<file path="config.mk">
export PLATFORM = sky130hd
export DESIGN_NAME = dds_config_word_sequencer
export DESIGN_NICKNAME = d
export VERILOG_FILES = /design/src/design/dcws_pkg.sv /design/src/design/dcws_divider.sv /design/src/design/dcws_fifo.sv /design/src/design/dcws_front.sv /design/src/design/dcws_back.sv /design/src/design/dds_config_word_sequencer.sv
export VERILOG_INCLUDE_DIRS = /design/src /design/src/design
export SDC_FILE = /design/constraint.sdc
export NUM_CORES = 1
export LEC_CHECK = 0
export BUFFER_PORTS_ARGS = -buffer_cell sky130_fd_sc_hd__buf_2
export CORE_UTILIZATION = 45
export DETAILED_ROUTE_END_ITERATION = 7
export PLACE_DENSITY = 0.58
export SLEW_MARGIN = 0
export SYNTH_ARGS = -nofsm -noshare
export SYNTH_HDL_FRONTEND = slang
export SYNTH_SLANG_ARGS = --single-unit
</file>
<file path="constraint.sdc">
create_clock -name clk -period 13.75 [get_ports clk]
set_clock_uncertainty 0.05 [all_clocks]
set_input_delay 3.4375 -clock clk [delete_from_list [all_inputs] [get_ports clk]]
set_output_delay 3.4375 -clock clk [all_outputs]
set_load 0.1 [all_outputs]
</file>
<file path="src/design/dds_config_word_sequencer_macros.svh">
// ----------------------------------------------------------------------------
// assertion macros shared by the sequencer modules
// ----------------------------------------------------------------------------
`ifndef DDS_CONFIG_WORD_SEQUENCER_MACROS_SVH
`define DDS_CONFIG_WORD_SEQUENCER_MACROS_SVH

// same-cycle implication, disabled while reset is asserted
`define DCWS_ASSERT_IMPL(label, clk, rst_n, ante, cons, msg) \
	label: assert property (@(posedge clk) disable iff (!rst_n) (ante) |-> (cons)) \
		else $error(msg);

// next-cycle implication, disabled while reset is asserted
`define DCWS_ASSERT_NEXT(label, clk, rst_n, ante, cons, msg) \
	label: assert property (@(posedge clk) disable iff (!rst_n) (ante) |=> (cons)) \
		else $error(msg);

`endif

</file>
<file path="src/design/dcws_pkg.sv">
`timescale 1ns / 1ps
// ----------------------------------------------------------------------------
// dcws_pkg
// types, constants and word formatting for the synthesizer word sequencer
// ----------------------------------------------------------------------------
package dcws_pkg;

	// field widths
	localparam int CfgW      = 25;
	localparam int FreqMagW  = 31;
	localparam int TuneW     = 28;
	localparam int PhaseW    = 12;
	localparam int PhaseClpW = 17;
	localparam int WordW     = 16;

	localparam logic [CfgW-1:0]      ClockDefault = 25'd25000000;
	localparam logic [TuneW-1:0]     TuningMax    = 28'h0FFFFFFF;
	localparam logic [PhaseClpW-1:0] PhaseFullQ8  = 17'd92160;

	// floor(2x/45) by reciprocal: exact for 2x up to 184320
	localparam logic [18:0] PhaseRecip = 19'd372828;

	// tuning divider: quotient bits per cycle and cycle count
	localparam int DivRadix = 4;
	localparam int DivSteps = TuneW / DivRadix;
	localparam int DivCntW  = $clog2(DivSteps);

	// control word bits
	localparam logic [WordW-1:0] B28Bit    = 16'h2000;
	localparam logic [WordW-1:0] ResetBit  = 16'h0100;
	localparam logic [WordW-1:0] TriBits   = 16'h0002;
	localparam logic [WordW-1:0] SqrBits   = 16'h0028;
	localparam logic [WordW-1:0] Freq0Sel  = 16'h4000;
	localparam logic [WordW-1:0] Phase0Sel = 16'hC000;

	// waveform codes
	localparam logic [1:0] WaveTri = 2'd1;
	localparam logic [1:0] WaveSqr = 2'd2;

	// how the tuning word is obtained
	typedef enum logic [1:0] {
		TUNE_ZERO,
		TUNE_SAT,
		TUNE_DIV
	} tune_kind_t;

	// position in the output sequence
	typedef enum logic [2:0] {
		WORD_CTRL_RST,
		WORD_FREQ_LO,
		WORD_FREQ_HI,
		WORD_PHASE,
		WORD_CTRL
	} word_idx_t;

	typedef enum logic {
		BK_IDLE,
		BK_SEND
	} bk_state_t;

	// classified request handed from front to back
	typedef struct packed {
		logic                  freq_cmd;
		logic [1:0]            wave;
		tune_kind_t            kind;
		logic [FreqMagW-1:0]   freq;
		logic [CfgW-1:0]       divisor;
		logic [PhaseW-1:0]     phase;
	} dcws_desc_t;

	typedef struct packed {
		logic full;
		logic empty;
	} dcws_fifo_stat_t;

	typedef struct packed {
		logic             busy;
		logic             done;
		logic [TuneW-1:0] quotient;
	} dcws_div_res_t;

	function automatic logic [WordW-1:0] dcws_wave_bits(logic [1:0] wave);
		logic [WordW-1:0] bits;
		unique case (wave)
			WaveTri: bits = TriBits;
			WaveSqr: bits = SqrBits;
			default: bits = '0;
		endcase
		return bits;
	endfunction

	function automatic logic [WordW-1:0] dcws_word(dcws_desc_t d, word_idx_t idx,
		logic [TuneW-1:0] tw);
		logic [WordW-1:0] ctrl;
		logic [WordW-1:0] w;
		ctrl = B28Bit | dcws_wave_bits(d.wave);
		unique case (idx)
			WORD_CTRL_RST: w = d.freq_cmd ? (ctrl | ResetBit) : ctrl;
			WORD_FREQ_LO:  w = Freq0Sel | {2'b00, tw[13:0]};
			WORD_FREQ_HI:  w = Freq0Sel | {2'b00, tw[27:14]};
			WORD_PHASE:    w = Phase0Sel | {4'b0000, d.phase};
			WORD_CTRL:     w = ctrl;
			default:       w = ctrl;
		endcase
		return w;
	endfunction

endpackage

</file>
<file path="src/design/dcws_divider.sv">
`timescale 1ns / 1ps
// ----------------------------------------------------------------------------
// dcws_divider
// iterative restoring divider for the 28-bit tuning word, four bits a cycle
// ----------------------------------------------------------------------------
module dcws_divider import dcws_pkg::*; (
	input  logic                clk,
	input  logic                arst_n,
	input  logic                start,
	input  logic [FreqMagW-1:0] dividend,
	input  logic [CfgW-1:0]     divisor,
	output dcws_div_res_t       res
);

	logic               busy_q;
	logic               done_q;
	logic [DivCntW-1:0] cnt_q;
	logic [CfgW-1:0]    rem_q;
	logic [CfgW-1:0]    div_q;
	logic [TuneW-1:0]   bits_q;
	logic [TuneW-1:0]   quo_q;

	logic [CfgW-1:0]    rem_nxt;
	logic [TuneW-1:0]   bits_nxt;
	logic [TuneW-1:0]   quo_nxt;

	always_comb begin
		logic [CfgW:0] trial;
		rem_nxt  = rem_q;
		bits_nxt = bits_q;
		quo_nxt  = quo_q;
		for (int i = 0; i < DivRadix; i++) begin
			trial    = {rem_nxt, bits_nxt[TuneW-1]};
			bits_nxt = {bits_nxt[TuneW-2:0], 1'b0};
			if (trial >= {1'b0, div_q}) begin
				trial   = trial - {1'b0, div_q};
				quo_nxt = {quo_nxt[TuneW-2:0], 1'b1};
			end else begin
				quo_nxt = {quo_nxt[TuneW-2:0], 1'b0};
			end
			rem_nxt = trial[CfgW-1:0];
		end
	end

	always_ff @(posedge clk or negedge arst_n) begin
		if (!arst_n) begin
			busy_q <= 1'b0;
			done_q <= 1'b0;
			cnt_q  <= '0;
		end else begin
			done_q <= 1'b0;
			if (start) begin
				busy_q <= 1'b1;
				cnt_q  <= '0;
			end else if (busy_q) begin
				cnt_q <= cnt_q + 1'b1;
				if (cnt_q == DivCntW'(DivSteps - 1)) begin
					busy_q <= 1'b0;
					done_q <= 1'b1;
				end
			end
		end
	end

	// quotient < 2^28 here, so the top 23 dividend bits already sit below the divisor
	always_ff @(posedge clk) begin
		if (start) begin
			rem_q  <= {2'b00, dividend[FreqMagW-1:8]};
			bits_q <= {dividend[7:0], 20'd0};
			quo_q  <= '0;
			div_q  <= divisor;
		end else if (busy_q) begin
			rem_q  <= rem_nxt;
			bits_q <= bits_nxt;
			quo_q  <= quo_nxt;
		end
	end

	assign res.busy     = busy_q;
	assign res.done     = done_q;
	assign res.quotient = quo_q;

endmodule

</file>
<file path="src/design/dcws_fifo.sv">
`timescale 1ns / 1ps
// ----------------------------------------------------------------------------
// dcws_fifo
// short request queue between front and back
// ----------------------------------------------------------------------------
`include "dds_config_word_sequencer_macros.svh"

module dcws_fifo import dcws_pkg::*; #(
	parameter int Depth = 2
) (
	input  logic            clk,
	input  logic            arst_n,
	input  logic            push,
	input  dcws_desc_t      wdata,
	input  logic            pop,
	output dcws_desc_t      rdata,
	output dcws_fifo_stat_t stat
);

	localparam int PtrW = (Depth > 1) ? $clog2(Depth) : 1;
	localparam int CntW = $clog2(Depth + 1);

	dcws_desc_t      entries_q [Depth];
	logic [PtrW-1:0] wr_ptr_q;
	logic [PtrW-1:0] rd_ptr_q;
	logic [CntW-1:0] count_q;

	always_ff @(posedge clk or negedge arst_n) begin
		if (!arst_n) begin
			wr_ptr_q <= '0;
			rd_ptr_q <= '0;
			count_q  <= '0;
		end else begin
			if (push) begin
				wr_ptr_q <= (wr_ptr_q == PtrW'(Depth - 1)) ? '0 : wr_ptr_q + 1'b1;
			end
			if (pop) begin
				rd_ptr_q <= (rd_ptr_q == PtrW'(Depth - 1)) ? '0 : rd_ptr_q + 1'b1;
			end
			if (push && !pop) begin
				count_q <= count_q + 1'b1;
			end else if (pop && !push) begin
				count_q <= count_q - 1'b1;
			end
		end
	end

	always_ff @(posedge clk) begin
		if (push) begin
			entries_q[wr_ptr_q] <= wdata;
		end
	end

	assign rdata      = entries_q[rd_ptr_q];
	assign stat.full  = (count_q == CntW'(Depth));
	assign stat.empty = (count_q == '0);

	`DCWS_ASSERT_IMPL(a_count_bound, clk, arst_n, 1'b1, count_q <= CntW'(Depth), "queue count over depth")
	`DCWS_ASSERT_NEXT(a_push_fills, clk, arst_n, push && !pop, !stat.empty, "push left queue empty")
	`DCWS_ASSERT_IMPL(a_no_underflow, clk, arst_n, pop, !stat.empty, "pop from empty queue")

endmodule

</file>
<file path="src/design/dcws_front.sv">
`timescale 1ns / 1ps
// ----------------------------------------------------------------------------
// dcws_front
// request intake: clamps, classifies the tuning case, scales the phase
// ----------------------------------------------------------------------------
module dcws_front import dcws_pkg::*; (
	input  logic                clk,
	input  logic                arst_n,
	input  logic                in_valid,
	output logic                in_ready,
	input  logic                command,
	input  logic [1:0]          waveform,
	input  logic signed [31:0]  freq_q8,
	input  logic signed [17:0]  phase_q8,
	input  logic [CfgW-1:0]     master_clock_hz,
	input  logic                q_full,
	output logic                push,
	output dcws_desc_t          wdata
);

	logic                  valid_s1;
	logic                  cmd_s1;
	logic [1:0]            wave_s1;
	tune_kind_t            kind_s1;
	logic [FreqMagW-1:0]   freq_s1;
	logic [CfgW-1:0]       divisor_s1;
	logic [PhaseClpW:0]    ph2_s1;

	logic                  accept;
	logic [CfgW-1:0]       divisor;
	tune_kind_t            kind;
	logic [PhaseClpW-1:0]  ph_clamped;
	logic [PhaseClpW+19:0] ph_prod;

	assign divisor = (master_clock_hz == '0) ? ClockDefault : master_clock_hz;

	// quotient overflows 28 bits exactly when freq >= clock * 2^8
	always_comb begin
		if (freq_q8[31]) begin
			kind = TUNE_ZERO;
		end else if ({2'b00, freq_q8[30:0]} >= {divisor, 8'd0}) begin
			kind = TUNE_SAT;
		end else begin
			kind = TUNE_DIV;
		end
	end

	always_comb begin
		if (phase_q8[17]) begin
			ph_clamped = '0;
		end else if (phase_q8[16:0] > PhaseFullQ8) begin
			ph_clamped = PhaseFullQ8;
		end else begin
			ph_clamped = phase_q8[16:0];
		end
	end

	assign push     = valid_s1 && !q_full;
	assign in_ready = !valid_s1 || push;
	assign accept   = in_valid && in_ready;

	always_ff @(posedge clk or negedge arst_n) begin
		if (!arst_n) begin
			valid_s1 <= 1'b0;
		end else if (accept) begin
			valid_s1 <= 1'b1;
		end else if (push) begin
			valid_s1 <= 1'b0;
		end
	end

	always_ff @(posedge clk) begin
		if (accept) begin
			cmd_s1     <= command;
			wave_s1    <= waveform;
			kind_s1    <= kind;
			freq_s1    <= freq_q8[30:0];
			divisor_s1 <= divisor;
			ph2_s1     <= {ph_clamped, 1'b0};
		end
	end

	// floor(2p/45) by reciprocal, 360 degrees wraps to zero through the mask
	assign ph_prod = ph2_s1 * PhaseRecip;

	assign wdata.freq_cmd = cmd_s1;
	assign wdata.wave     = wave_s1;
	assign wdata.kind     = kind_s1;
	assign wdata.freq     = freq_s1;
	assign wdata.divisor  = divisor_s1;
	assign wdata.phase    = ph_prod[35:24];

endmodule

</file>
<file path="src/design/dcws_back.sv">
`timescale 1ns / 1ps
// ----------------------------------------------------------------------------
// dcws_back
// word emitter: runs the tuning division and sends the word sequence
// ----------------------------------------------------------------------------
`include "dds_config_word_sequencer_macros.svh"

module dcws_back import dcws_pkg::*; (
	input  logic             clk,
	input  logic             arst_n,
	input  dcws_fifo_stat_t  q_stat,
	input  dcws_desc_t       q_head,
	output logic             pop,
	input  logic             out_ready,
	output logic             out_valid,
	output logic [WordW-1:0] spi_word,
	output logic             last_word
);

	bk_state_t        state_q;
	bk_state_t        state_nxt;
	dcws_desc_t       cur_q;
	word_idx_t        idx_q;
	logic [TuneW-1:0] tune_q;
	logic             tune_ok_q;
	logic             out_valid_q;
	logic [WordW-1:0] spi_word_q;
	logic             last_word_q;

	logic             load;
	logic             is_last;
	logic             word_avail;
	logic             div_start;
	dcws_div_res_t    div_res;

	assign is_last    = (idx_q == (cur_q.freq_cmd ? WORD_CTRL : WORD_CTRL_RST));
	assign word_avail = (idx_q == WORD_CTRL_RST) || tune_ok_q;

	always_comb begin
		state_nxt = state_q;
		unique case (state_q)
			BK_IDLE: begin
				if (!q_stat.empty) begin
					state_nxt = BK_SEND;
				end
			end
			BK_SEND: begin
				if (load && is_last && q_stat.empty) begin
					state_nxt = BK_IDLE;
				end
			end
			default: state_nxt = BK_IDLE;
		endcase
	end

	always_comb begin
		load      = 1'b0;
		pop       = 1'b0;
		unique case (state_q)
			BK_IDLE: begin
				pop = !q_stat.empty;
			end
			BK_SEND: begin
				load = word_avail && (!out_valid_q || out_ready);
				pop  = load && is_last && !q_stat.empty;
			end
			default: begin
				load = 1'b0;
				pop  = 1'b0;
			end
		endcase
		div_start = pop && q_head.freq_cmd && (q_head.kind == TUNE_DIV);
	end

	dcws_divider u_div (
		.clk      (clk),
		.arst_n   (arst_n),
		.start    (div_start),
		.dividend (q_head.freq),
		.divisor  (q_head.divisor),
		.res      (div_res)
	);

	always_ff @(posedge clk or negedge arst_n) begin
		if (!arst_n) begin
			state_q     <= BK_IDLE;
			idx_q       <= WORD_CTRL_RST;
			tune_ok_q   <= 1'b0;
			out_valid_q <= 1'b0;
		end else begin
			state_q <= state_nxt;
			if (pop) begin
				idx_q     <= WORD_CTRL_RST;
				tune_ok_q <= !div_start;
			end else begin
				if (load) begin
					idx_q <= word_idx_t'(idx_q + 1'b1);
				end
				if (div_res.done) begin
					tune_ok_q <= 1'b1;
				end
			end
			if (load) begin
				out_valid_q <= 1'b1;
			end else if (out_ready) begin
				out_valid_q <= 1'b0;
			end
		end
	end

	always_ff @(posedge clk) begin
		if (pop) begin
			cur_q  <= q_head;
			tune_q <= (q_head.kind == TUNE_SAT) ? TuningMax : '0;
		end else if (div_res.done) begin
			tune_q <= div_res.quotient;
		end
		if (load) begin
			spi_word_q  <= dcws_word(cur_q, idx_q, tune_q);
			last_word_q <= is_last;
		end
	end

	assign out_valid = out_valid_q;
	assign spi_word  = spi_word_q;
	assign last_word = last_word_q;

	`DCWS_ASSERT_IMPL(a_div_idle_at_start, clk, arst_n, div_start, !div_res.busy, "divider restarted while busy")
	`DCWS_ASSERT_IMPL(a_done_while_pending, clk, arst_n, div_res.done, (state_q == BK_SEND) && !tune_ok_q, "tuning result with no request waiting")
	`DCWS_ASSERT_NEXT(a_out_hold, clk, arst_n, out_valid_q && !out_ready, out_valid_q && $stable(spi_word_q), "stalled word dropped or changed")

endmodule

</file>
<file path="src/design/dds_config_word_sequencer.sv">
// a request passes the front register, the queue and the back end's request register
// before its first word is registered; set-wave requests: one per cycle while nothing
// stalls; set-frequency requests wait for the divider when the tuning word is neither
// zero nor saturated (four quotient bits per cycle, started when the back end takes it)
// reset: asynchronous active-low; clears the queue, pipeline and output valid and
// loads the reference clock register with 25000000
`timescale 1ns / 1ps
// ----------------------------------------------------------------------------
// dds_config_word_sequencer
// turns waveform and frequency/phase requests into 16-bit synthesizer words
// ----------------------------------------------------------------------------
module dds_config_word_sequencer import dcws_pkg::*; #(
	parameter int FifoDepth = 2
) (
	input  logic                clk,
	input  logic                arst_n,

	// configuration: reference clock in hertz
	input  logic                cfg_wr_en,
	input  logic [CfgW-1:0]     cfg_wr_data,

	// request channel
	input  logic                in_valid,
	output logic                in_ready,
	input  logic                command,
	input  logic [1:0]          waveform,
	input  logic signed [31:0]  freq_q8,
	input  logic signed [17:0]  phase_q8,

	// word channel
	output logic                out_valid,
	input  logic                out_ready,
	output logic [WordW-1:0]    spi_word,
	output logic                last_word
);

	// reference clock register; zero is replaced by the default in the front
	logic [CfgW-1:0] master_clock_hz_q;

	always_ff @(posedge clk or negedge arst_n) begin
		if (!arst_n) begin
			master_clock_hz_q <= ClockDefault;
		end else if (cfg_wr_en) begin
			master_clock_hz_q <= cfg_wr_data;
		end
	end

	// front to queue
	logic            q_push;
	dcws_desc_t      q_wdata;

	// queue to back
	logic            q_pop;
	dcws_desc_t      q_head;
	dcws_fifo_stat_t q_stat;

	// front: one transaction per cycle while the queue has room, classifies the tuning case and scales phase
	dcws_front u_front (
		.clk             (clk),
		.arst_n          (arst_n),
		.in_valid        (in_valid),
		.in_ready        (in_ready),
		.command         (command),
		.waveform        (waveform),
		.freq_q8         (freq_q8),
		.phase_q8        (phase_q8),
		.master_clock_hz (master_clock_hz_q),
		.q_full          (q_stat.full),
		.push            (q_push),
		.wdata           (q_wdata)
	);

	// queue lets the front keep taking requests while the back divides or stalls
	dcws_fifo #(
		.Depth (FifoDepth)
	) u_fifo (
		.clk    (clk),
		.arst_n (arst_n),
		.push   (q_push),
		.wdata  (q_wdata),
		.pop    (q_pop),
		.rdata  (q_head),
		.stat   (q_stat)
	);

	// back: divider plus output register, one word per output transaction
	dcws_back u_back (
		.clk       (clk),
		.arst_n    (arst_n),
		.q_stat    (q_stat),
		.q_head    (q_head),
		.pop       (q_pop),
		.out_ready (out_ready),
		.out_valid (out_valid),
		.spi_word  (spi_word),
		.last_word (last_word)
	);

endmodule

</file>
# ---- Word-level counts from Yosys, hierarchy flattened
# Memories as Yosys holds them, arrays and structs flattened.
# Cells that the tools add are included.
dict set report totals {
  word_cells 139
  ram_bits 146
  rom_bits 0
  latch_bits 0
  input_bits 83
  regBits 265
  n_memories 1
}
# memory depth width read_ports rd_clocked_by_memory_dff write_ports line
set memory_table {}
lappend memory_table {u_fifo.entries_q 2 73 1 0 1 dcws_fifo.sv:23} ;# dcws_desc_t entries_q [Depth];
dict set report op_classes {
  div_mod_pow 0
  n_shift 0
  reduce_logical 31
  mul 1
  order_cmp 6
  addsub 10
  bitwise 1
  n_eq_ne 10
  muxes 49
}
# cell count
set op_table {}
lappend op_table {{28-bit two-way mux} 5}
lappend op_table {{25-bit two-way mux} 5}
lappend op_table {{26-bit by 25-bit >= comparator with 1-bit output} 4}
lappend op_table {{25-bit subtractor} 4}
lappend op_table {{16-bit case mux with 4 select lines} 1}
lappend op_table {{23-bit two-way mux} 2}
lappend op_table {{31-bit by 33-bit >= comparator with 1-bit output} 1}
lappend op_table {{17-bit by 17-bit multiplier with 33-bit output, second input constant} 1}
lappend op_table {{25-bit zero test} 1}
lappend op_table {{1-bit two-way mux} 23}
lappend op_table {{17-bit > comparator, second input constant} 1}
lappend op_table {{17-bit two-way mux} 1}
lappend op_table {{3-bit two-way mux} 5}
lappend op_table {{6-bit case mux with 2 select lines} 1}
lappend op_table {{2-bit nonzero test} 6}
lappend op_table {{1-bit logical AND} 11}
lappend op_table {{9-bit two-way mux} 1}
lappend op_table {{1-bit zero test} 7}
lappend op_table {{3-bit by 1-bit adder with 3-bit output, second input constant} 2}
lappend op_table {{2-bit equality test, second input constant} 3}
lappend op_table {{3-bit by 2-bit equality test with 1-bit output, second input constant} 2}
lappend op_table {{2-bit two-way mux} 3}
lappend op_table {{2-bit by 1-bit equality test with 1-bit output, second input constant} 2}
lappend op_table {{1-bit case mux with 2 select lines} 2}
lappend op_table {{other kinds (11)} 14}

# ---- Logic depth before layout (Yosys ltp)
# Gate-level depths: netlist (run 1).
dict set report depth {
  depth_word 10
  ltp_mapped 54
  ltp_nobuf 45
}

# ---- Hierarchy
# A second synthesis (run 1) with hierarchy kept.
dict set report hier_totals {
  hier_cells 2420
  hier_area_um2 27702.8
}
# mod area_each_um2 instances cells_each
set by_module_without_submodules {}
lappend by_module_without_submodules {dcws_divider 10003.3 1 1194}
lappend by_module_without_submodules {dcws_front 8165.3 1 752}
lappend by_module_without_submodules {dcws_fifo 5701.7 1 243}
lappend by_module_without_submodules {dcws_back 2783.9 1 178}
lappend by_module_without_submodules {dds_config_word_sequencer 1048.5 1 53}

# ---- Worst setup path before layout (run 1)
# Ideal clock, no wire load.
dict set report synth_timing {
  kind {register to register}
  start {register u_back.u_div.div_q[1]}
  end {register u_back.u_div.rem_q[13] (data pin)}
  setup_slack_ps 2364
  t_arrival_ps 11059
  path_buffers 9
  stages_incl_launch_ff 51
  setup_time_ps 277
  synth_period_minus_slack_ps 11386
  required_ps 13423
  cell_sequence {edfxtp_1 -> inv_1 -> fa_1 -> a211oi_1 -> o21ai_1 -> a2111oi_2 -> nor3_4 -> nor2_1 -> clkbuf_1 -> clkbuf_1 -> nand2_1 -> o21ai_0 -> ha_1 -> o21a_1 -> o31a_1 -> o221a_2 -> o2111a_1 -> o21ba_2 -> (+15 left out) -> buf_6 -> mux2_4 -> buf_6 -> a221o_1 -> ha_1 -> a21o_1 -> a21oi_1 -> o21bai_1 -> a21oi_1 -> o211ai_1 -> a21oi_1 -> o21ai_0 -> a311o_1 -> a221o_1 -> buf_4 -> nor2_4 -> buf_6 -> o311ai_2}
}
dict set report synth_between {
  elab_chain_cells 10
  elab_cells_between_ends 14
  cone_classes {4 x add/sub; 4 x order compare; 6 x mux}
}
# item line
set synth_lines {}
lappend synth_lines {{start: declaration} dcws_divider.sv:19} ;# logic [CfgW-1:0] div_q;
lappend synth_lines {{start signal: assignment} dcws_divider.sv:71} ;# div_q <= divisor;
lappend synth_lines {{25-bit subtractor / 26-bit by 25-bit >= comparator with 1-bit output (equally long branches)} {dcws_divider.sv:36, dcws_divider.sv:35}}
lappend synth_lines {{25-bit two-way mux} dcws_divider.sv:35} ;# if (trial >= {1'b0, div_q}) begin
lappend synth_lines {{25-bit subtractor / 26-bit by 25-bit >= comparator with 1-bit output (equally long branches)} {dcws_divider.sv:36, dcws_divider.sv:35}}
lappend synth_lines {{25-bit two-way mux} dcws_divider.sv:35}
lappend synth_lines {{25-bit subtractor / 26-bit by 25-bit >= comparator with 1-bit output (equally long branches)} {dcws_divider.sv:36, dcws_divider.sv:35}}
lappend synth_lines {{25-bit two-way mux} dcws_divider.sv:35}
lappend synth_lines {{25-bit subtractor / 26-bit by 25-bit >= comparator with 1-bit output (equally long branches)} {dcws_divider.sv:36, dcws_divider.sv:35}}
lappend synth_lines {{25-bit two-way mux *} dcws_divider.sv:35}
lappend synth_lines {{23-bit two-way mux *} dcws_divider.sv:72} ;# end else if (busy_q) begin
lappend synth_lines {{23-bit two-way mux *} dcws_divider.sv:67} ;# if (start) begin
lappend synth_lines {{end signal: assignment} dcws_divider.sv:68} ;# rem_q <= {2'b00, dividend[FreqMagW-1:8]};
lappend synth_lines {{end signal: assignment} dcws_divider.sv:73} ;# rem_q <= rem_nxt;
lappend synth_lines {{end: declaration} dcws_divider.sv:18} ;# logic [CfgW-1:0] rem_q;
# Every way passes the cells marked *; elsewhere a longest branch is shown, timed or not. The select of a mux whose other input is x is not followed.
# A chain may end at the register's enable or synchronous reset.

# ---- Final worst setup path (run 1)
dict set report layout_timing {
  start {register u_back.u_div.bits_q[27]}
  end {register u_back.u_div.rem_q[4] (data pin)}
}
dict set report layout_between {
  elab_chain_cells 10
  elab_cells_between_ends 14
  cone_classes {4 x add/sub; 4 x order compare; 6 x mux}
}
# item line
set layout_lines {}
lappend layout_lines {{start: declaration} dcws_divider.sv:20} ;# logic [TuneW-1:0] bits_q;
lappend layout_lines {{start signal: assignment} dcws_divider.sv:69} ;# bits_q <= {dividend[7:0], 20'd0};
lappend layout_lines {{start signal: assignment} dcws_divider.sv:74} ;# bits_q <= bits_nxt;
lappend layout_lines {{25-bit subtractor / 26-bit by 25-bit >= comparator with 1-bit output (equally long branches)} {dcws_divider.sv:36, dcws_divider.sv:35}}
lappend layout_lines {{25-bit two-way mux *} dcws_divider.sv:35}
lappend layout_lines {{25-bit subtractor / 26-bit by 25-bit >= comparator with 1-bit output (equally long branches)} {dcws_divider.sv:36, dcws_divider.sv:35}}
lappend layout_lines {{25-bit two-way mux *} dcws_divider.sv:35}
lappend layout_lines {{25-bit subtractor / 26-bit by 25-bit >= comparator with 1-bit output (equally long branches)} {dcws_divider.sv:36, dcws_divider.sv:35}}
lappend layout_lines {{25-bit two-way mux *} dcws_divider.sv:35}
lappend layout_lines {{25-bit subtractor / 26-bit by 25-bit >= comparator with 1-bit output (equally long branches)} {dcws_divider.sv:36, dcws_divider.sv:35}}
lappend layout_lines {{25-bit two-way mux *} dcws_divider.sv:35}
lappend layout_lines {{23-bit two-way mux *} dcws_divider.sv:72}
lappend layout_lines {{23-bit two-way mux *} dcws_divider.sv:67}
# Marked as above.

==> results of run 1 <==
registers in the layout, indices dropped and copies added (netlist names), 2 cells and up:
register	cells
u_fifo.entries_q	146
u_front.freq_s1	31
u_back.tune_q	28
u_back.u_div.quo_q	28
master_clock_hz_q	25
u_back.u_div.div_q	25
u_back.u_div.rem_q	25
u_front.divisor_s1	25
u_front.ph2_s1	17
u_back.spi_word	16
u_back.cur_q	15
u_back.u_div.bits_q	8
u_back.idx_q	3
u_back.u_div.cnt_q	3
u_fifo.count_q	2
u_front.kind_s1	2
u_front.wave_s1	2
worst max-delay path by stage:
stage                             from                endpoint  slack, ns  cells past startpoint
3_3_place_gp   u_back.u_div.bits_q[27]  u_back.u_div.rem_q[17]       1.43                     42
5_1_grt          u_back.u_div.div_q[1]   u_back.u_div.rem_q[6]       0.19                     40
6_report       u_back.u_div.bits_q[27]   u_back.u_div.rem_q[4]       0.99                     42
3_5_place_dp     u_back.u_div.div_q[1]  u_back.u_div.rem_q[17]       1.21                     40
2_1_floorplan    u_back.u_div.div_q[1]  u_back.u_div.rem_q[13]       2.36                     50
4_1_cts          u_back.u_div.div_q[1]  u_back.u_div.rem_q[17]       1.15                     40
through the flow:
| step | worst slack [ns] | instances | util, % |
|---|---|---|---|
| floorplan | 2.36 | 2370 | - |
| global placement | 1.43 | 3170 | 48.2 |
| detailed placement | 1.21 | 3170 | 48.2 |
| CTS | 1.15 | 3250 | 50.5 |
| global route | 0.194 | 3250 | 50.5 |
| finish | 0.992 | 3250 | 50.5 |
per-layer routing:
metal	vias to the layer above	global-route usage, %	share of wire (%)
li1	8770	-	-
met3	70	3.04	4.8
met1	8805	32.5	49
met4	2	4.48	1.5
met5	-	0	0.026
met2	505	33.8	44
synth_stat cells (28+ instances only):
master / count / area, µm²
mux2_2: 66 / 743
mux2i_1: 70 / 701
a21o_1: 76 / 571
nand4_1: 36 / 225
xor2_1: 32 / 280
dfxtp_1: 30 / 601
nand2_1: 156 / 586
inv_1: 242 / 908
a21oi_1: 92 / 460
dfrtp_1: 29 / 726
edfxtp_1: 340 / 10200
nor2_1: 131 / 492
fa_1: 92 / 1840
o21ai_0: 92 / 460
clkbuf_1: 67 / 251
nand2b_1: 32 / 200
and2_1: 28 / 175
xnor2_1: 61 / 534
nor3_1: 39 / 195
o21a_1: 34 / 255
ha_1: 256 / 3200
cell families after synthesis:
kind of cell / count (synthesis) / share of synthesized area [%]
AOI/OAI and AO/OA: 490 / 12.8
xor gates and xnor gates: 93 / 3.05
adders and majority gates: 348 / 18.9
buffers and inverters: 330 / 4.81
DFF: 411 / 44.4
muxes: 139 / 5.57
and+or+nand+nor: 559 / 10.5
final cells by class:
type	count	share of cell area [%]
flip-flops and latches	411	40.4
clock buffers	53	3.80
inverters	243	3.11
multi-input cells	1629	46.4
clock inverters	27	0.759
repair buffers	122	2.26
well taps	765	3.26
==> run metrics, run 1 <==
status complete, no violations; DP HPWL approximately 50000 µm; area of the multi-input gates 13600 µm²; most used cell, CP a21oi_1; Worst R2R Setup Slack just under 1 ns; gpl congestion just over 0.9; CP arrival about 13 ns; FP Rows around 90; nets ~2900; Routed Wire Length about 65000 µm; max frequency 78.4 MHz; vias in the first global route between 15000 and 20000; RSZ-0062 raised after global routing no; CP delay by family, top compound AO/OA/AOI/OAI gates; slowest stage delay, CP between 0.7 and 0.8 ns; Hold Crit Endpoint u_fifo.entries_q[1][64]; Worst Tran Pin Value between 1 and 1.5 ns; first-pass GRT wire length approximately 100000 µm; final hold vios 0; worst r2r dst u_back.u_div.rem_q[4]; global route overflow 0; top_reg_cell synth edfxtp_1; antenna violations before repair 1; Reg clk slew, reported paths roughly 0.070 ns; asr flop ratio synth under 10%; Slew HR 10.2%; Synthesis Warnings 0; Vias per Instance around 5.6; Final setup viols 0; DRT Pass-1 Iters 5; Syn Nets approximately 2800; R2R cell count between 40 and 50; Filler cells approximately 5200; cts hold-fix bufs 0; top fanout value on the critical path 22; clk sink count just over 400; share of cells above drive strength 1 between 10 and 15%; Post-CTS Setup Repair Bufs 0; clock root buffer clkbuf_16; Worst Path Buf+Inv 4; Iteration-0 DRC Markers 1217; startpoint types flop; drt wl/cell 20.0 µm; Mapped Area roughly 27000 µm²; core box area 58100 µm²; Yosys cell types 92; GRT Overall Usage a little over a fifth; Syn Inst Count between 2000 and 2500; Max Root-Sink Buffers 3; Die Area 60300 µm²; Skew-Pair Late Insertion Delay a little under 0.6 ns; post-CTS sizing 0; Die Y-Extent between 200 and 250 µm; Register Area between 10000 and 15000 µm²; Reg-to-Reg Start u_back.u_div.bits_q[27]; post-synthesis sequential area ratio 44.4%; Hold Crit Start u_front.freq_s1[27]; commonest cells after routing, fill and taps aside edfxtp_1 (340), ha_1 (256), inv_1 (242); ANT cells 0; Vias roughly 18000; HP Class flop to flop; Die W 246 µm; Max Slew Vio Count 0; commonest non-fill, non-tap cell in the layout edfxtp_1; initial core utilization between 40% and 50%; hold slack final around 0.38 ns; setup TNS 0 ns; cts bufs inserted 43; Post-route DRC 0; Max stage delay cell, worst path and2_1; CTS tree yes; number of max-cap violations 0; Post-DP Area approximately 28000 µm²; largest net degree at the start of global routing 76; IO Pins about 100; CP required 13.99 ns; fin area 29300 µm²; IO Port Bufs 101; FF+latch count, synth ~410; htree depth 2; final period utilization 92.8%; crit path capture type flop; Layout area overhead 9.80%; Final min period about 13 ns; Synth Area per Inst around 11 µm²; EDFF count, synth 340; kind of critical path flop to flop; hold path cells 0; antenna-violating nets left 0
Power of run 1 is left out: the tool's default activity adds up to more than one toggle a clock period on the data nets, which glitch-free logic cannot reach.
==> run 2, diff against run 1 <==
Settings changed: CTS_BUF_LIST from default to sky130_fd_sc_hd__clkbuf_8, SKIP_LAST_GASP from default to 1, SYNTH_HIERARCHICAL from default to 1.
==> run metrics, run 2 <==
final period utilization 90.0% (-2.8 points); Layout area overhead 8.09%; Final setup viols 0 (unchanged); Die Y-Extent 250 µm (+1.8%); cts hold-fix bufs 0 (unchanged); Syn Inst Count 2419 (+2.1%); Max Root-Sink Buffers 3 (unchanged); vias in the first global route 18400 (+0.66%); most used cell, CP o21ai_0; global route overflow 0 (unchanged); setup TNS 0 ns (unchanged); Max Slew Vio Count 0 (unchanged); antenna-violating nets left 0 (unchanged); CP required 14.01 ns (+0.02 ns); DP HPWL 49800 µm (about the same); Post-CTS Setup Repair Bufs 0 (unchanged); hold slack final 0.392 ns (+0.0160 ns); GRT Overall Usage 21.1% (-0.79 points); top fanout value on the critical path 39 (+77%); fin area 29900 µm² (+2.1%); IO Pins 102 (unchanged); Die W 250 µm (+1.8%); Skew-Pair Late Insertion Delay 0.64 ns (+0.05 ns); kind of critical path flop to flop; HP Class flop to flop; largest net degree at the start of global routing 74 (-2.6%); Mapped Area 27700 µm² (+3.7%); status complete, no violations; number of max-cap violations 0 (unchanged); final hold vios 0 (unchanged); Final min period 12.37 ns (-0.386 ns); antenna violations before repair 2 (+1); IO Port Bufs 101 (unchanged); core box area 60600 µm² (+4.2%); Post-DP Area 28600 µm² (+2.2%); crit path capture type flop; Synth Area per Inst 11.4 µm² (+1.6%); Reg clk slew, reported paths 0.07 ns (about the same); gpl congestion 0.985 (+5.5%); Vias 18400 (+1.4%); slowest stage delay, CP 0.79 ns (about the same); post-CTS sizing 0 (unchanged); Iteration-0 DRC Markers 1510 (+24%); CTS tree yes; clk sink count 411 (unchanged); hold path cells 0 (unchanged); Slew HR 15.6% (+5.4 points); nets 2924 (+1.5%); initial core utilization 45.7% (-0.24 points); commonest cells after routing, fill and taps aside edfxtp_1 (340), inv_1 (294), ha_1 (258); cts bufs inserted 69 (+60%); Biggest register u_fifo/entries_q; Worst R2R Setup Slack 1.38 ns (+0.39 ns); first-pass GRT wire length 103000 µm (+0.53%); RSZ-0062 raised after global routing no; max frequency 80.8 MHz (+3.1%); R2R cell count 39 (-7.1%); CP arrival 12.63 ns (-0.37 ns); Worst Tran Pin Value 1.26 ns (-0.0807 ns); DRT Pass-1 Iters 6 (+1); Syn Nets 2850 (+1.7%); FP Rows 90 (+2.3%); Largest regs u_fifo/entries_q x146, u_front/freq_s1 x31; startpoint types flop; share of cells above drive strength 1 16.1% (+3.2 points); Largest register FFs 146 (unchanged); commonest non-fill, non-tap cell in the layout edfxtp_1; Post-route DRC 0 (unchanged); Vias per Instance 5.53 (-1.0%); Routed Wire Length 65200 µm (+0.17%); clock root buffer clkbuf_8; Die Area 62500 µm² (+3.6%); drt wl/cell 19.6 µm (-2.3%); Synthesis Warnings 6 (+6); htree depth 3 (+1); Max stage delay cell, worst path o211a_1
[run 2: layout make-up]
type	count	area (µm²)
fillers	5448	30600
multi-input cells	1628	14200
flip-flops and latches	411	11900
clock buffers	74	1020
inverters	268	1010
well taps	782	978
repair buffers	115	611
clock inverters	52	297
diodes	1	2.50
[run 2: per-stage QoR]
step           instances  utilization (%)  worst slack [ns]
6_report            3331             49.4              1.38
3_5_place_dp        3204             47.2              1.52
3_3_place_gp        3204             47.2              1.78
4_1_cts             3330             49.4              1.45
2_1_floorplan       2419                -              3.20
5_1_grt             3331             49.4             0.480
[run 2: worst paths after layout]
path / startpoint / end
max: u_back/u_div/div_q[1] / u_back/u_div/rem_q[10]
min: u_front/wave_s1[1] / u_fifo/entries_q[1][71]
max reg2reg: u_back/u_div/div_q[1] / u_back/u_div/rem_q[10]
min reg2reg: u_front/wave_s1[1] / u_fifo/entries_q[1][71]
max in group asynchronous: arst_n / u_fifo/rd_ptr_q
min in group asynchronous: arst_n / master_clock_hz_q[1]
[run 2: routing by layer]
layer / vias up / wire (µm) / global-route usage, %
li1: 8882 / - / -
met1: 8941 / 32000 / 31.6
met2: 518 / 28600 / 31.8
met3: 70 / 3600 / 2.91
met4: 2 / 934 / 5.56
met5: - / 9 / 0
[run 2: worst max-delay path: cells and delay by family, from the launching register on]
| kind | cells | cell delay [ns] |
|---|---|---|
| fa+ha+maj | 4 | 1.83 |
| compound gates | 22 | 5.91 |
| simple gates | 11 | 3.19 |
| flops | 1 | 0.45 |
| buf+inv | 2 | 0.58 |
Power of run 2 is left out for the same reason.
==> run 3, diff against run 2 <==
Settings changed: CORE_MARGIN from default to 4.
==> run metrics, run 3 (synthesis gave the netlist of run 2 again) <==
status complete, no violations; final hold vios 0 (unchanged); slowest stage delay, CP 0.62 ns (-0.17 ns); Vias per Instance 5.55 (+0.36%); Filler cells 5413 (-0.64%); gpl congestion 0.899 (-8.7%); worst r2r dst u_back/u_div/rem_q[4]; Final min period 12.84 ns (+0.464 ns); Layout area overhead 8.06% (about the same); Skew-Pair Late Insertion Delay 0.64 ns (about the same); commonest cells after routing, fill and taps aside edfxtp_1 (340), inv_1 (292), ha_1 (258); Slew HR 37.5% (+22 points); Final setup viols 0 (unchanged); htree depth 3 (unchanged); CTS tree yes; Die W 256 µm (+2.4%); Worst Tran Pin Value 0.936 ns (-0.328 ns); IO Pins 102 (unchanged); number of max-cap violations 0 (unchanged); area of the multi-input gates 14200 µm² (about the same); Max stage delay cell, worst path mux2i_1; RSZ-0062 raised after global routing no; Hold Crit Endpoint u_fifo/entries_q[1][17]; setup TNS 0 ns (unchanged); antenna violations before repair 1 (-1); vias in the first global route 18700 (+1.7%); GRT Overall Usage 20.3% (-0.75 points); final period utilization 93.4% (+3.4 points); Worst R2R Setup Slack 0.91 ns (-0.46 ns); Register Area 11900 µm² (about the same); startpoint types flop; Hold Crit Start u_front/divisor_s1[5]; core box area 60700 µm² (+0.19%); cts bufs inserted 68 (-1.4%); Iteration-0 DRC Markers 1598 (+5.8%); Biggest register u_fifo/entries_q; Post-CTS Setup Repair Bufs 0 (unchanged); Die Area 65600 µm² (+4.9%); CP startpoint u_back/u_div/div_q[0]; share of cells above drive strength 1 16.3% (+0.20 points); Largest regs u_fifo/entries_q x146, u_front/freq_s1 x31; hold path cells 0 (unchanged); top fanout value on the critical path 21 (-46%); Layout Cells excl Fill 3330 (-0.030%); commonest non-fill, non-tap cell in the layout edfxtp_1; global route overflow 0 (unchanged); Max Slew Vio Count 0 (unchanged); first-pass GRT wire length 106000 µm (+2.7%); Reg-to-Reg Start u_back/u_div/div_q[0]; initial core utilization 45.6% (-0.085 points); max frequency 77.9 MHz (-3.6%); Reg clk slew, reported paths 0.06 ns (about the same); drt wl/cell 20.2 µm (+3.4%); R2R cell count 41 (+5.1%); IO Port Bufs 101 (unchanged); largest net degree at the start of global routing 76 (+2.7%); CP required 14.01 ns (about the same); HP Class flop to flop; CP arrival 13.10 ns (+0.47 ns); clock root buffer clkbuf_8; Max Root-Sink Buffers 3 (unchanged); dpl cells 3207 (+0.094%); Largest register FFs 146 (unchanged); Vias 18500 (+0.33%); Routed Wire Length 67400 µm (+3.4%); crit path capture type flop; kind of critical path flop to flop; antenna-violating nets left 0 (unchanged); DP HPWL 51800 µm (+3.9%); DRT Pass-1 Iters 6 (unchanged); FP Rows 90 (unchanged); most used cell, CP o21ai_0; Post-route DRC 0 (unchanged); Die Y-Extent 256 µm (+2.4%); clk sink count 411 (unchanged); nets 2926 (+0.068%)
[run 3: routing by layer]
metal	wire (µm)	GRT usage [%]	vias up
li1	-	-	8893
met1	33000	30.6	8994
met2	29500	30.7	510
met3	3700	3.21	76
met4	1240	5.20	0
met5	0	0	-
[run 3: metrics by stage]
stage,utilization [%],hold slack [ns],setup WS (ns),instance area [µm²]
2_1_floorplan,-,0.371,3.20,27700
3_3_place_gp,47.2,0.374,1.18,28600
3_5_place_dp,47.2,0.381,0.874,28600
4_1_cts,49.3,0.388,0.824,29900
5_1_grt,49.3,0.404,0.0562,29900
6_report,49.3,0.389,0.914,29900
[run 3: critical path, delay by kind of cell (launching register included)]
family | cells | cell delay [ns]
buffers and inverters | 4 | 0.60
AND/OR/NAND/NOR | 10 | 3.45
adder cells (fa/ha/maj) | 5 | 1.82
flip-flops | 1 | 0.46
AO/OA/AOI/OAI | 21 | 5.43
multiplexers | 1 | 0.62
[run 3: worst max-delay path by stage]
stage / endpoint / slack [ns] / cells after the start
6_report: u_back/u_div/rem_q[4] / 0.91 / 41
5_1_grt: u_back/u_div/rem_q[5] / 0.06 / 40
4_1_cts: u_back/u_div/rem_q[4] / 0.82 / 39
3_5_place_dp: u_back/u_div/rem_q[5] / 0.87 / 38
3_3_place_gp: u_back/u_div/rem_q[7] / 1.18 / 39
2_1_floorplan: u_back/u_div/rem_q[15] / 3.20 / 51
[run 3: repair_timing]
item,4_1_cts,5_1_grt
hold buffers,0,0
setup endpoints to repair,0,26
resized for setup,0,2
[run 3: layout make-up]
| class | instances | area share [%] |
|---|---|---|
| antenna | 1 | 0.00836 |
| clock buffer | 72 | 3.31 |
| clock inverter | 50 | 0.966 |
| inverter | 268 | 3.36 |
| multi-input combinational | 1628 | 47.4 |
| sequential | 411 | 39.6 |
| tap | 782 | 3.27 |
| timing repair buffer | 118 | 2.12 |
Power of run 3 is left out for the same reason.
